[src/hw/rtl/fufla_pkg.sv]
// ----------------------------------------------------------------------------
// fufla_pkg
// shared types, codes and defaults of the fixed-unit free-list allocator
// ----------------------------------------------------------------------------
package fufla_pkg;

  // default number of units in the pool
  localparam int unsigned UNIT_COUNT_DEF = 256;

  localparam int unsigned ADDR_W     = 32;
  localparam int unsigned SIZE_W     = 32;
  localparam int unsigned SHIFT_W    = 5;
  localparam int unsigned STATUS_W   = 3;
  localparam int unsigned CFG_IDX_W  = 2;
  localparam int unsigned CFG_DATA_W = 32;

  // register reset values
  localparam logic [ADDR_W-1:0]  BASE_RST  = '0;
  localparam logic [SHIFT_W-1:0] SHIFT_RST = 5'd6;

  // request opcodes
  localparam logic OP_ALLOC = 1'b0;
  localparam logic OP_FREE  = 1'b1;

  // configuration register indexes
  localparam logic [CFG_IDX_W-1:0] CFG_BASE_ADDRESS   = 2'd0;
  localparam logic [CFG_IDX_W-1:0] CFG_UNIT_SIZE_LOG2 = 2'd1;

  // result status codes
  typedef enum logic [STATUS_W-1:0] {
    ST_ALLOCATED  = 3'd0,
    ST_TOO_LARGE  = 3'd1,
    ST_POOL_EMPTY = 3'd2,
    ST_FREED      = 3'd3,
    ST_OUTSIDE    = 3'd4
  } status_t;

  // controller to datapath
  typedef struct packed {
    logic clr_wr;   // write one entry of the link table reset pattern
    logic accept;   // capture an input beat
    logic commit;   // execute the captured request and load the result
  } ctrl_cmd_t;

  // datapath to controller
  typedef struct packed {
    logic clr_last; // clearing pass is at the last entry
    logic out_free; // result register can take a new beat
  } dp_sts_t;

endpackage

[src/hw/rtl/fixed_unit_free_list_allocator.sv]
// ----------------------------------------------------------------------------
// fixed_unit_free_list_allocator
// pool of equal power-of-two units handed out and taken back through a
// lifo free list held in a link table
// ----------------------------------------------------------------------------
//
//  channel  | handshake             | beat contents
//  ---------+-----------------------+------------------------------------------
//  in_      | in_valid / in_ready   | in_op, in_request_size, in_free_address
//  out_     | out_valid / out_ready | out_status, out_unit_address
//  cfg_     | cfg_valid / cfg_ready | cfg_index, cfg_data (always ready)
//
//  each request first takes the beat and reads the link of the current head from
//  the link table ram, then updates head and table in execute
//  the ram read is registered, and the next request needs the new head
//  after reset a clearing pass writes every entry of the link table with
//  in_ready low; config writes are taken during it
//  a result waiting in the output register does not block the next beat; the
//  request after it waits in execute until the output register is free
//
module fixed_unit_free_list_allocator import fufla_pkg::*; #(
  parameter int unsigned UNIT_COUNT = UNIT_COUNT_DEF
) (
  input  logic                  clk,
  input  logic                  rst_n,

  // request beats
  input  logic                  in_valid,
  output logic                  in_ready,
  input  logic                  in_op,
  input  logic [SIZE_W-1:0]     in_request_size,
  input  logic [ADDR_W-1:0]     in_free_address,

  // result beats
  output logic                  out_valid,
  input  logic                  out_ready,
  output logic [STATUS_W-1:0]   out_status,
  output logic [ADDR_W-1:0]     out_unit_address,

  // register writes
  input  logic                  cfg_valid,
  output logic                  cfg_ready,
  input  logic [CFG_IDX_W-1:0]  cfg_index,
  input  logic [CFG_DATA_W-1:0] cfg_data
);

  ctrl_cmd_t cmd;
  dp_sts_t   sts;

  // registers can always be written, unknown indexes fall through in the datapath
  assign cfg_ready = 1'b1;

  // sequencing: clear pass, take beat, execute
  fufla_ctrl u_ctrl (
    .clk      (clk),
    .rst_n    (rst_n),
    .in_valid (in_valid),
    .in_ready (in_ready),
    .sts      (sts),
    .cmd      (cmd)
  );

  // head, link table, address math and result register
  fufla_dpath #(
    .UNIT_COUNT (UNIT_COUNT)
  ) u_dpath (
    .clk              (clk),
    .rst_n            (rst_n),
    .cmd              (cmd),
    .sts              (sts),
    .cfg_wr           (cfg_valid && cfg_ready),
    .cfg_index        (cfg_index),
    .cfg_data         (cfg_data),
    .in_op            (in_op),
    .in_request_size  (in_request_size),
    .in_free_address  (in_free_address),
    .out_valid        (out_valid),
    .out_ready        (out_ready),
    .out_status       (out_status),
    .out_unit_address (out_unit_address)
  );

endmodule

[src/hw/rtl/fufla_ram.sv]
// ----------------------------------------------------------------------------
// fufla_ram
// generic single-port-write, single-port-read ram with registered read data
// ----------------------------------------------------------------------------
module fufla_ram #(
  parameter int unsigned WIDTH = 9,
  parameter int unsigned DEPTH = 256
) (
  input  logic                     clk,
  input  logic                     wr_en,
  input  logic [$clog2(DEPTH)-1:0] wr_addr,
  input  logic [WIDTH-1:0]         wr_data,
  input  logic [$clog2(DEPTH)-1:0] rd_addr,
  output logic [WIDTH-1:0]         rd_data
);

  logic [WIDTH-1:0] mem [DEPTH];

  always_ff @(posedge clk) begin
    if (wr_en) begin
      mem[wr_addr] <= wr_data;
    end
    rd_data <= mem[rd_addr];
  end

endmodule

[src/hw/rtl/fufla_dpath.sv]
// ----------------------------------------------------------------------------
// fufla_dpath
// allocator datapath: config registers, free-list head, link table,
// address arithmetic and the result register
// ----------------------------------------------------------------------------
module fufla_dpath import fufla_pkg::*; #(
  parameter int unsigned UNIT_COUNT = UNIT_COUNT_DEF
) (
  input  logic                  clk,
  input  logic                  rst_n,
  input  ctrl_cmd_t             cmd,
  output dp_sts_t               sts,
  input  logic                  cfg_wr,
  input  logic [CFG_IDX_W-1:0]  cfg_index,
  input  logic [CFG_DATA_W-1:0] cfg_data,
  input  logic                  in_op,
  input  logic [SIZE_W-1:0]     in_request_size,
  input  logic [ADDR_W-1:0]     in_free_address,
  output logic                  out_valid,
  input  logic                  out_ready,
  output logic [STATUS_W-1:0]   out_status,
  output logic [ADDR_W-1:0]     out_unit_address
);

  localparam int unsigned IDX_W = $clog2(UNIT_COUNT);
  localparam int unsigned LNK_W = $clog2(UNIT_COUNT + 1);
  localparam logic [LNK_W-1:0] EMPTY_LNK = LNK_W'(UNIT_COUNT);
  localparam logic [IDX_W-1:0] LAST_IDX  = IDX_W'(UNIT_COUNT - 1);
  localparam logic [ADDR_W-1:0] LAST_IDX_W = ADDR_W'(UNIT_COUNT - 1);

  logic [ADDR_W-1:0]   base_r;
  logic [SHIFT_W-1:0]  shift_r;
  logic [LNK_W-1:0]    head_r,  head_nxt;
  logic [IDX_W-1:0]    clr_cnt_r;
  logic                op_r;
  logic [SIZE_W-1:0]   size_r;
  logic [ADDR_W:0]     diff_r;     // free address minus base, msb is borrow
  logic                out_valid_r;
  status_t             status_r,  status_nxt;
  logic [ADDR_W-1:0]   uaddr_r,   uaddr_nxt;

  logic                ram_wr;
  logic [IDX_W-1:0]    ram_wr_addr;
  logic [LNK_W-1:0]    ram_wr_data;
  logic [LNK_W-1:0]    ram_rd_data;

  logic [SIZE_W:0]     unit_bytes;
  logic                too_big;
  logic                pool_empty;
  logic [ADDR_W-1:0]   alloc_addr;
  logic [ADDR_W-1:0]   free_idx_full;
  logic [ADDR_W-1:0]   off_mask;
  logic                in_pool;
  logic                free_wr;

  // link table, read port always follows the head
  fufla_ram #(
    .WIDTH (LNK_W),
    .DEPTH (UNIT_COUNT)
  ) u_link (
    .clk     (clk),
    .wr_en   (ram_wr),
    .wr_addr (ram_wr_addr),
    .wr_data (ram_wr_data),
    .rd_addr (head_r[IDX_W-1:0]),
    .rd_data (ram_rd_data)
  );

  // request evaluation
  always_comb begin
    unit_bytes    = (SIZE_W+1)'(1) << shift_r;
    too_big       = {1'b0, size_r} > unit_bytes;
    pool_empty    = head_r == EMPTY_LNK;
    alloc_addr    = base_r + (ADDR_W'(head_r) << shift_r);
    free_idx_full = diff_r[ADDR_W-1:0] >> shift_r;
    off_mask      = ~({ADDR_W{1'b1}} << shift_r);
    // in the last unit only its first byte is inside the pool
    in_pool       = !diff_r[ADDR_W] && ((free_idx_full < LAST_IDX_W) ||
                    ((free_idx_full == LAST_IDX_W) &&
                     ((diff_r[ADDR_W-1:0] & off_mask) == '0)));

    head_nxt   = head_r;
    status_nxt = ST_ALLOCATED;
    uaddr_nxt  = '0;
    free_wr    = 1'b0;
    if (op_r == OP_ALLOC) begin
      if (too_big) begin
        status_nxt = ST_TOO_LARGE;
      end else if (pool_empty) begin
        status_nxt = ST_POOL_EMPTY;
      end else begin
        status_nxt = ST_ALLOCATED;
        uaddr_nxt  = alloc_addr;
        head_nxt   = ram_rd_data;
      end
    end else begin
      if (in_pool) begin
        status_nxt = ST_FREED;
        free_wr    = 1'b1;
        head_nxt   = LNK_W'(free_idx_full[IDX_W-1:0]);
      end else begin
        status_nxt = ST_OUTSIDE;
      end
    end
  end

  // clearing pass has the write port to itself
  always_comb begin
    if (cmd.clr_wr) begin
      ram_wr      = 1'b1;
      ram_wr_addr = clr_cnt_r;
      ram_wr_data = LNK_W'(clr_cnt_r) + LNK_W'(1);
    end else begin
      ram_wr      = cmd.commit && free_wr;
      ram_wr_addr = free_idx_full[IDX_W-1:0];
      ram_wr_data = head_r;
    end
  end

  // control state
  always_ff @(posedge clk) begin
    if (!rst_n) begin
      base_r      <= BASE_RST;
      shift_r     <= SHIFT_RST;
      head_r      <= '0;
      clr_cnt_r   <= '0;
      out_valid_r <= 1'b0;
    end else begin
      if (cfg_wr) begin
        case (cfg_index)
          CFG_BASE_ADDRESS:   base_r  <= cfg_data[ADDR_W-1:0];
          CFG_UNIT_SIZE_LOG2: shift_r <= cfg_data[SHIFT_W-1:0];
          default: ;
        endcase
      end
      if (cmd.clr_wr) begin
        clr_cnt_r <= clr_cnt_r + IDX_W'(1);
      end
      if (cmd.commit) begin
        head_r      <= head_nxt;
        out_valid_r <= 1'b1;
      end else if (out_ready) begin
        out_valid_r <= 1'b0;
      end
    end
  end

  // payload
  always_ff @(posedge clk) begin
    if (cmd.accept) begin
      op_r   <= in_op;
      size_r <= in_request_size;
      diff_r <= {1'b0, in_free_address} - {1'b0, base_r};
    end
    if (cmd.commit) begin
      status_r <= status_nxt;
      uaddr_r  <= uaddr_nxt;
    end
  end

  assign sts.clr_last      = clr_cnt_r == LAST_IDX;
  assign sts.out_free      = !out_valid_r || out_ready;
  assign out_valid         = out_valid_r;
  assign out_status        = status_r;
  assign out_unit_address  = uaddr_r;

endmodule

[src/hw/rtl/fufla_ctrl.sv]
// ----------------------------------------------------------------------------
// fufla_ctrl
// allocator controller: clearing pass after reset, then one request at a time
// ----------------------------------------------------------------------------
module fufla_ctrl import fufla_pkg::*; (
  input  logic      clk,
  input  logic      rst_n,
  input  logic      in_valid,
  output logic      in_ready,
  input  dp_sts_t   sts,
  output ctrl_cmd_t cmd
);

  typedef enum logic [1:0] {
    S_CLEAR,
    S_IDLE,
    S_EXEC
  } state_t;

  state_t state_r, state_nxt;
  logic   in_ready_r, in_ready_nxt;

  always_comb begin
    state_nxt = state_r;
    cmd       = '0;
    case (state_r)
      S_CLEAR: begin
        cmd.clr_wr = 1'b1;
        if (sts.clr_last) begin
          state_nxt = S_IDLE;
        end
      end
      S_IDLE: begin
        if (in_valid && in_ready_r) begin
          cmd.accept = 1'b1;
          state_nxt  = S_EXEC;
        end
      end
      S_EXEC: begin
        if (sts.out_free) begin
          cmd.commit = 1'b1;
          state_nxt  = S_IDLE;
        end
      end
      default: begin
        state_nxt = S_IDLE;
      end
    endcase
    in_ready_nxt = state_nxt == S_IDLE;
  end

  always_ff @(posedge clk) begin
    if (!rst_n) begin
      state_r    <= S_CLEAR;
      in_ready_r <= 1'b0;
    end else begin
      state_r    <= state_nxt;
      in_ready_r <= in_ready_nxt;
    end
  end

  assign in_ready = in_ready_r;

endmodule

[config.mk]
export PLATFORM = sky130hd
export DESIGN_NAME = fixed_unit_free_list_allocator
export DESIGN_NICKNAME = d
export VERILOG_FILES = /design/src/hw/rtl/fufla_pkg.sv /design/src/hw/rtl/fixed_unit_free_list_allocator.sv /design/src/hw/rtl/fufla_ram.sv /design/src/hw/rtl/fufla_dpath.sv /design/src/hw/rtl/fufla_ctrl.sv
export SDC_FILE = /design/constraint.sdc
export NUM_CORES = 2
export LEC_CHECK = 0
export ABC_AREA = 1
export BUFFER_PORTS_ARGS = -buffer_cell sky130_fd_sc_hd__buf_2
export CORE_MARGIN = 3
export CORE_UTILIZATION = 60
export DETAILED_ROUTE_END_ITERATION = 10
export HOLD_SLACK_MARGIN = 0.12
export PLACE_DENSITY = 0.76
export SETUP_SLACK_MARGIN = 0.02
export SLEW_MARGIN = 10
export SYNTH_ARGS = -nofsm -noshare
export SYNTH_HDL_FRONTEND = slang
export SYNTH_HIERARCHICAL = 1
export SYNTH_SLANG_ARGS = --single-unit
[constraint.sdc]
create_clock -name clk -period 15.4 [get_ports clk]
set_clock_uncertainty 0.2 [all_clocks]
set_input_delay 4.62 -clock clk [delete_from_list [all_inputs] [get_ports clk]]
set_output_delay 4.62 -clock clk [all_outputs]
set_load 0.005 [all_outputs]
# Word-level counts from Yosys, hierarchy flattened
# Memories as Yosys holds them, arrays and structs flattened. A register that Yosys moved wholly into a read port is not among the register bits.
# Cells that the tools add are included.
# totals
output_inout_bits	38
regBits	159
ram_bits	2304
n_memories	1
wordCells	77
# memory_table
memory	depth	width	rd	rd_clocked_by_memory_dff	wr	line_no	text
u_dpath.u_link.mem	256	9	1	1	1	fufla_ram.sv:17	logic [WIDTH-1:0] mem [DEPTH];
# classes
eq_ne	10
muxes	26
magnitude_cmp	2
n_addsub	4
n_bitwise	2
shift	4
n_reduce_logical	16
# ops
cell	count
9-bit two-way mux	5
32-bit by 33-bit greater-than comparator with 1-bit output	1
1-bit by 5-bit left shift with 33-bit output, first input constant	1
32-bit by 32-bit subtractor with 33-bit output	1
32-bit adder	1
32-bit AND	1
32-bit by 8-bit equality test with 1-bit output, second input constant	1
32-bit logical NOT	1
32-bit by 8-bit < comparator with 1-bit output, second input constant	1
32-bit inverter	1
32-bit by 5-bit left shift with 32-bit output, first input constant	1
9-bit by 5-bit left shift with 32-bit output	1
32-bit by 5-bit >> shifter with 32-bit output	1
1-bit two-way mux	12
8-bit by 1-bit adder with 9-bit output, second input constant	1
9-bit equality test, second input constant	1
3-bit two-way mux	3
8-bit by 1-bit adder with 8-bit output, second input constant	1
8-bit equality test, second input constant	1
2-bit two-way mux	4
8-bit two-way mux	1
2-bit by 1-bit equality test with 1-bit output, second input constant	3
2-bit one-hot mux with 3 select lines	1
1-bit logical AND	4
other kinds (10)	15

# Logic depth before layout (Yosys ltp)
# logic_depth
word_depth	13
depth_mapped	25
mapped_depth_nobuf	23

# Modules after synthesis
# Netlist, hierarchy kept.
# modules_own_cells
mod	area_each_um2	n_inst	cells_per_inst	seq_area_each_um2
fufla_ram	93519.7	1	7826	69366.5
fufla_dpath	12449.4	1	1751	4134.0
fufla_ctrl	142.6	1	21	60.1
fixed_unit_free_list_allocator	11.3	1	2	0.0

# Worst setup path after synthesis
# No wires, ideal clock.
# synth_timing
path_type	register to register
startpoint	reg u_ctrl.state_r[1]
endpoint	mem u_dpath.u_link.mem[0][3], data pin
stages_incl_launch_ff	5
path_slack_ns	2.224
required_time_ns	13.013
path_buffers	2
setup_ns	2.187
t_arrival_ns	10.789
path_cell_list	dfxtp_1 -> nor2_1 -> clkbuf_1 -> clkbuf_1 -> o21ai_0
# synth_rtl
item	line_no	text
start: declaration	fufla_ctrl.sv:20	state_t state_r, state_nxt;
start signal: assignment	fufla_ctrl.sv:57	state_r <= state_nxt;
end: declaration	fufla_ram.sv:17	

==> summary.txt <==
====================================================================================================
Max Clock Freq                                                                             0.130 GHz
Number of buffers on the longest clock path                                                        3
Proportion of synthesized area in mux cells                                                  0.0283%
Cell Rows                                                                                        153
Worst skew pair latency                                                                      0.86 ns
Multi-input gate area                                                                    28800 sq um
CP Class                                                                                input port to register
Time the final worst path needs with I/O delays and setup                                    7.71 ns
Xor-xnor portion of the synthesized cell area                                                 0.380%
Root buffer cell                                                                        sky130_fd_sc_hd__clkbuf_16
Final cycle utilization of the critical path                                                   50.1%
Data arrival at the endpoint of the critical path                                            7.99 ns
Startpoint kind of the worst setup timing path                                            input port
ANT nets after route                                                                               0
Sort of element at the end of the critical path                                             register
Cell repeated most along the worst path                                                 sky130_fd_sc_hd__buf_4
Max-slew violations                                                                                0
Clk network pwr share                                                                          42.0%
Largest voltage drop on the vdd net                                                           108 uV
DRC Markers                                                                                        0
Total power density per cell area                                                        116 nW/um^2
Avg Synthesized Cell Area                                                                 11.1 sq um
Setup repair after global routing missed its margin                                            false
Clock tree from TritonCTS                                                                      built
Number of antenna violations at the first check in global routing                                  9
Clock sink count                                                                                2472
Sw frac                                                                                        20.6%
Status                                                                                  finished, final reports clean
Number of buffers added by the clock tree synthesis step                                         230
Combinational family with the most area after synthesis                                 simple AND/OR/NAND/NOR gates
Synthesized netlist net count                                                                   9802
Total congestion overflow                                                                          0
Maximum number of pins on one net before global-route repair                                     264
Total Routing Usage GR                                                                         32.0%
Deepest level of the CTS H-tree                                                                    4
Number of cells after detailed placement                                                       11600
Actual transition at the worst max-transition pin                                            1.24 ns
Post-CTS setup buffers                                                                             0
Ports placed on the boundary                                                                     142
Worst min path class                                                                    register to register
Vias in the first global route                                                                 71500
Cell area after synthesis                                                               106000 sq um
Clock-pin slew reported for the worst setup and hold paths after clock tree synthesis        0.06 ns
Final Non-Filler Cells                                                                         12000
Hpwl dp                                                                                    175000 um
Final setup viols                                                                                  0
Routed len/inst                                                                              24.6 um
Highest fanout seen on the critical path                                                          37
Post-CTS Hold Buffers                                                                              0
Count of endpoints failing hold in the final timing report                                         0
Wire length of the first global-routing pass                                               435000 um
Post-cts repair resize count                                                                       0
Share of synthesized area occupied by flip-flops and latches                                   69.3%
Die X                                                                                         427 um
Leak pwr                                                                                     40.9 nW
Gpl congestion                                                                                 0.983
Required time of the critical path                                                          15.67 ns
Critical-path cell with the highest stage delay                                         sky130_fd_sc_hd__nand2_1
Total of buffers placed on input and output ports                                                140
Share of total power in sequential cells                                                       55.1%
Area fraction in compound gates after synthesis                                                1.99%
Yosys cell types                                                                                  58
Cells after synthesis                                                                           9600
Buf/Inv on CP                                                                                      7
Gate power share                                                                                2.9%
Area contributors post-synth                                                            sky130_fd_sc_hd__edfxtp_1 68%, sky130_fd_sc_hd__nand3_1 11%, sky130_fd_sc_hd__nand2_1 10%
Initial core utilization                                                                       60.7%
Number of DRC violations after detailed-routing iteration 0                                    12200
Number of vias per cell after detailed routing                                                  6.30
Post-synthesis simple-gate area fraction                                                       23.5%
Biggest area consumer among synthesized cells                                           sky130_fd_sc_hd__edfxtp_1
Total Negative Setup Slacks                                                                     0 ns
Number of flip-flops and latches in the synthesized netlist                                     2472
Yosys top cell area share                                                                      68.1%
Switching Power                                                                            0.00276 W
Routed vias                                                                                    75600
Area added between synthesis and finish                                                        8.57%
Internal power                                                                              0.0106 W
Die Footprint                                                                           182000 sq um
Max stage delay on crit path                                                                 0.63 ns
Count of fill cells added during filler insertion                                              12600
Yosys warns                                                                                        6
Share of layout cells above drive strength 1                                                   6.74%
Total Routed Length                                                                        295000 um
Number of maximum-capacitance constraint violations                                                0
Adder and majority gate portion of the synthesized area                                        1.17%
CP delay by family, top                                                                 buffers and inverters
First-pass DRT Iterations                                                                          9
List of cells traversed by the critical path                                            buf_2, inv_1, nand2_1, clkinv_1, nor3_2, buf_4, inv_1, o21ai_2, buf_4, nand2_1, buf_4, nor2_1
Register cell area after layout                                                          73600 sq um
Area of the core                                                                        175000 sq um
Number of nets in the layout                                                                    9673
Max-slew headroom                                                                              17.2%
Die height                                                                                    427 um
====================================================================================================
## stage by stage
step | util (%) | hold WS [ns] | setup WS (ns) | total power [W] | area [sq um]
final | 65.9 | 0.270 | 7.69 | 0.0134 | 115000
after global routing | 65.9 | 0.290 | 7.62 | 0.0137 | 115000
after CTS | 65.9 | 0.266 | 7.82 | 0.0134 | 115000
after detailed placement | 61.7 | 0.256 | 6.94 | 0.00790 | 108000
after global placement | 61.7 | 0.255 | 7.01 | 0.00790 | 108000
after floorplan | - | 0.245 | 2.22 | 0.00779 | 106000
## worst paths after layout
check                       startpoint                          to  slack, ns  cells after the start
setup / recovery             out_ready   u_dpath/u_link/mem[38][6]       7.69                     12
hold / removal    u_dpath/clr_cnt_r[5]        u_dpath/clr_cnt_r[5]       0.27                      2
hold reg to reg   u_dpath/clr_cnt_r[5]        u_dpath/clr_cnt_r[5]       0.27                      2
setup reg to reg    u_dpath/shift_r[0]  u_dpath/u_link/mem[148][3]       9.33                     12
## metal layers
| layer | GRT usage [%] | vias to the layer above | wire length [um] |
|---|---|---|---|
| li1 | - | 33600 | - |
| met3 | 7.28 | 880 | 36300 |
| met1 | 43.5 | 35800 | 110000 |
| met4 | 15.4 | 4 | 15400 |
| met2 | 49.1 | 5270 | 134000 |
| met5 | 0 | - | 27 |
## cell families (layout without fill, tap and decap cells)
family,Yosys count,after routing
XOR/XNOR,46,46
flip-flops,2472,2472
other,1,8
adder cells (fa/ha/maj),98,98
buffers and inverters,824,888
AND/OR/NAND/NOR,5777,5777
multiplexers,3,3
AO/OA/AOI/OAI,379,379
## state kept, by name, summed over array words and instances, names as in the netlist
| signal | flops |
|---|---|
| u_dpath/out_unit_address | 32 |
| u_ctrl/state_r | 2 |
| u_dpath/u_link/rd_data | 9 |
| u_ctrl/in_ready | 1 |
| u_dpath/u_link/mem | 2304 |
| u_dpath/op_r | 1 |
| u_dpath/diff_r | 33 |
| u_dpath/out_status | 3 |
| u_dpath/size_r | 32 |
| u_dpath/head_r | 9 |
| u_dpath/base_r | 32 |
| u_dpath/out_valid | 1 |
| u_dpath/shift_r | 5 |
| u_dpath/clr_cnt_r | 8 |
## power by group through the flow
stage	sequential [W]	clock (W)	combinational, W
2_1_floorplan	0.00758	0	0.000212
3_3_place_gp	0.00753	0	0.000377
3_5_place_dp	0.00753	0	0.000379
4_1_cts	0.00738	0.00566	0.000380
5_1_grt	0.00738	0.00595	0.000418
6_report	0.00738	0.00562	0.000391
## Yosys cell counts, drive strengths merged
library cell / count
clkinv: 9
edfxtp: 2405
a211oi: 3
nand3: 2431
o211ai: 7
clkbuf: 137
fa: 2
mux2i: 3
conb: 1
nor4: 6
a22oi: 4
dfxtp: 67
buf: 463
nand2: 2847
o21ai: 140
o32ai: 1
inv: 215
nor4b: 1
o21bai: 12
a221oi: 1
a2111oi: 1
o2bb2ai: 1
o2111ai: 3
nor2: 446
nand4: 20
a21oi: 168
o21a: 10
nor3b: 1
xor2: 31
a21boi: 6
nand3b: 3
nor3: 11
a31oi: 11
xnor2: 15
o22ai: 4
ha: 96
a41oi: 2
or2: 11
a21o: 5
## final cells by class
type                       count  share of cell area (%)
antenna                        7                  0.0152
clock buffer                 273                    5.17
clock inverter               152                    1.27
inverter                     224                   0.768
multi-input combinational   6304                    25.0
sequential                  2472                    63.9
tap                         2325                    2.52
timing repair buffer         239                    1.35
## worst min-delay path, stage by stage (launching register included)
cell and delay [ns]:
sky130_fd_sc_hd__dfxtp_1 0.31, sky130_fd_sc_hd__nand2_1 0.06, sky130_fd_sc_hd__a21oi_1 0.05
## placed cells by master (no fill, tap or decap), types with 19 or more instances in the layout
cell type                      n
sky130_fd_sc_hd__o21ai_0     116
sky130_fd_sc_hd__buf_2       140
sky130_fd_sc_hd__a21oi_1     159
sky130_fd_sc_hd__nor2_1      437
sky130_fd_sc_hd__clkinv_2     52
sky130_fd_sc_hd__nand4_1      19
sky130_fd_sc_hd__bufinv_16    25
sky130_fd_sc_hd__clkbuf_16   232
sky130_fd_sc_hd__xor2_1       31
sky130_fd_sc_hd__edfxtp_1   2405
sky130_fd_sc_hd__dfxtp_1      59
sky130_fd_sc_hd__ha_1         96
sky130_fd_sc_hd__nand2_1    2841
sky130_fd_sc_hd__inv_1       202
sky130_fd_sc_hd__buf_4        90
sky130_fd_sc_hd__nand3_1    2429
sky130_fd_sc_hd__clkinv_1     53
sky130_fd_sc_hd__clkbuf_1     41
No activity file was read; power rests on OpenSTA's default activity.
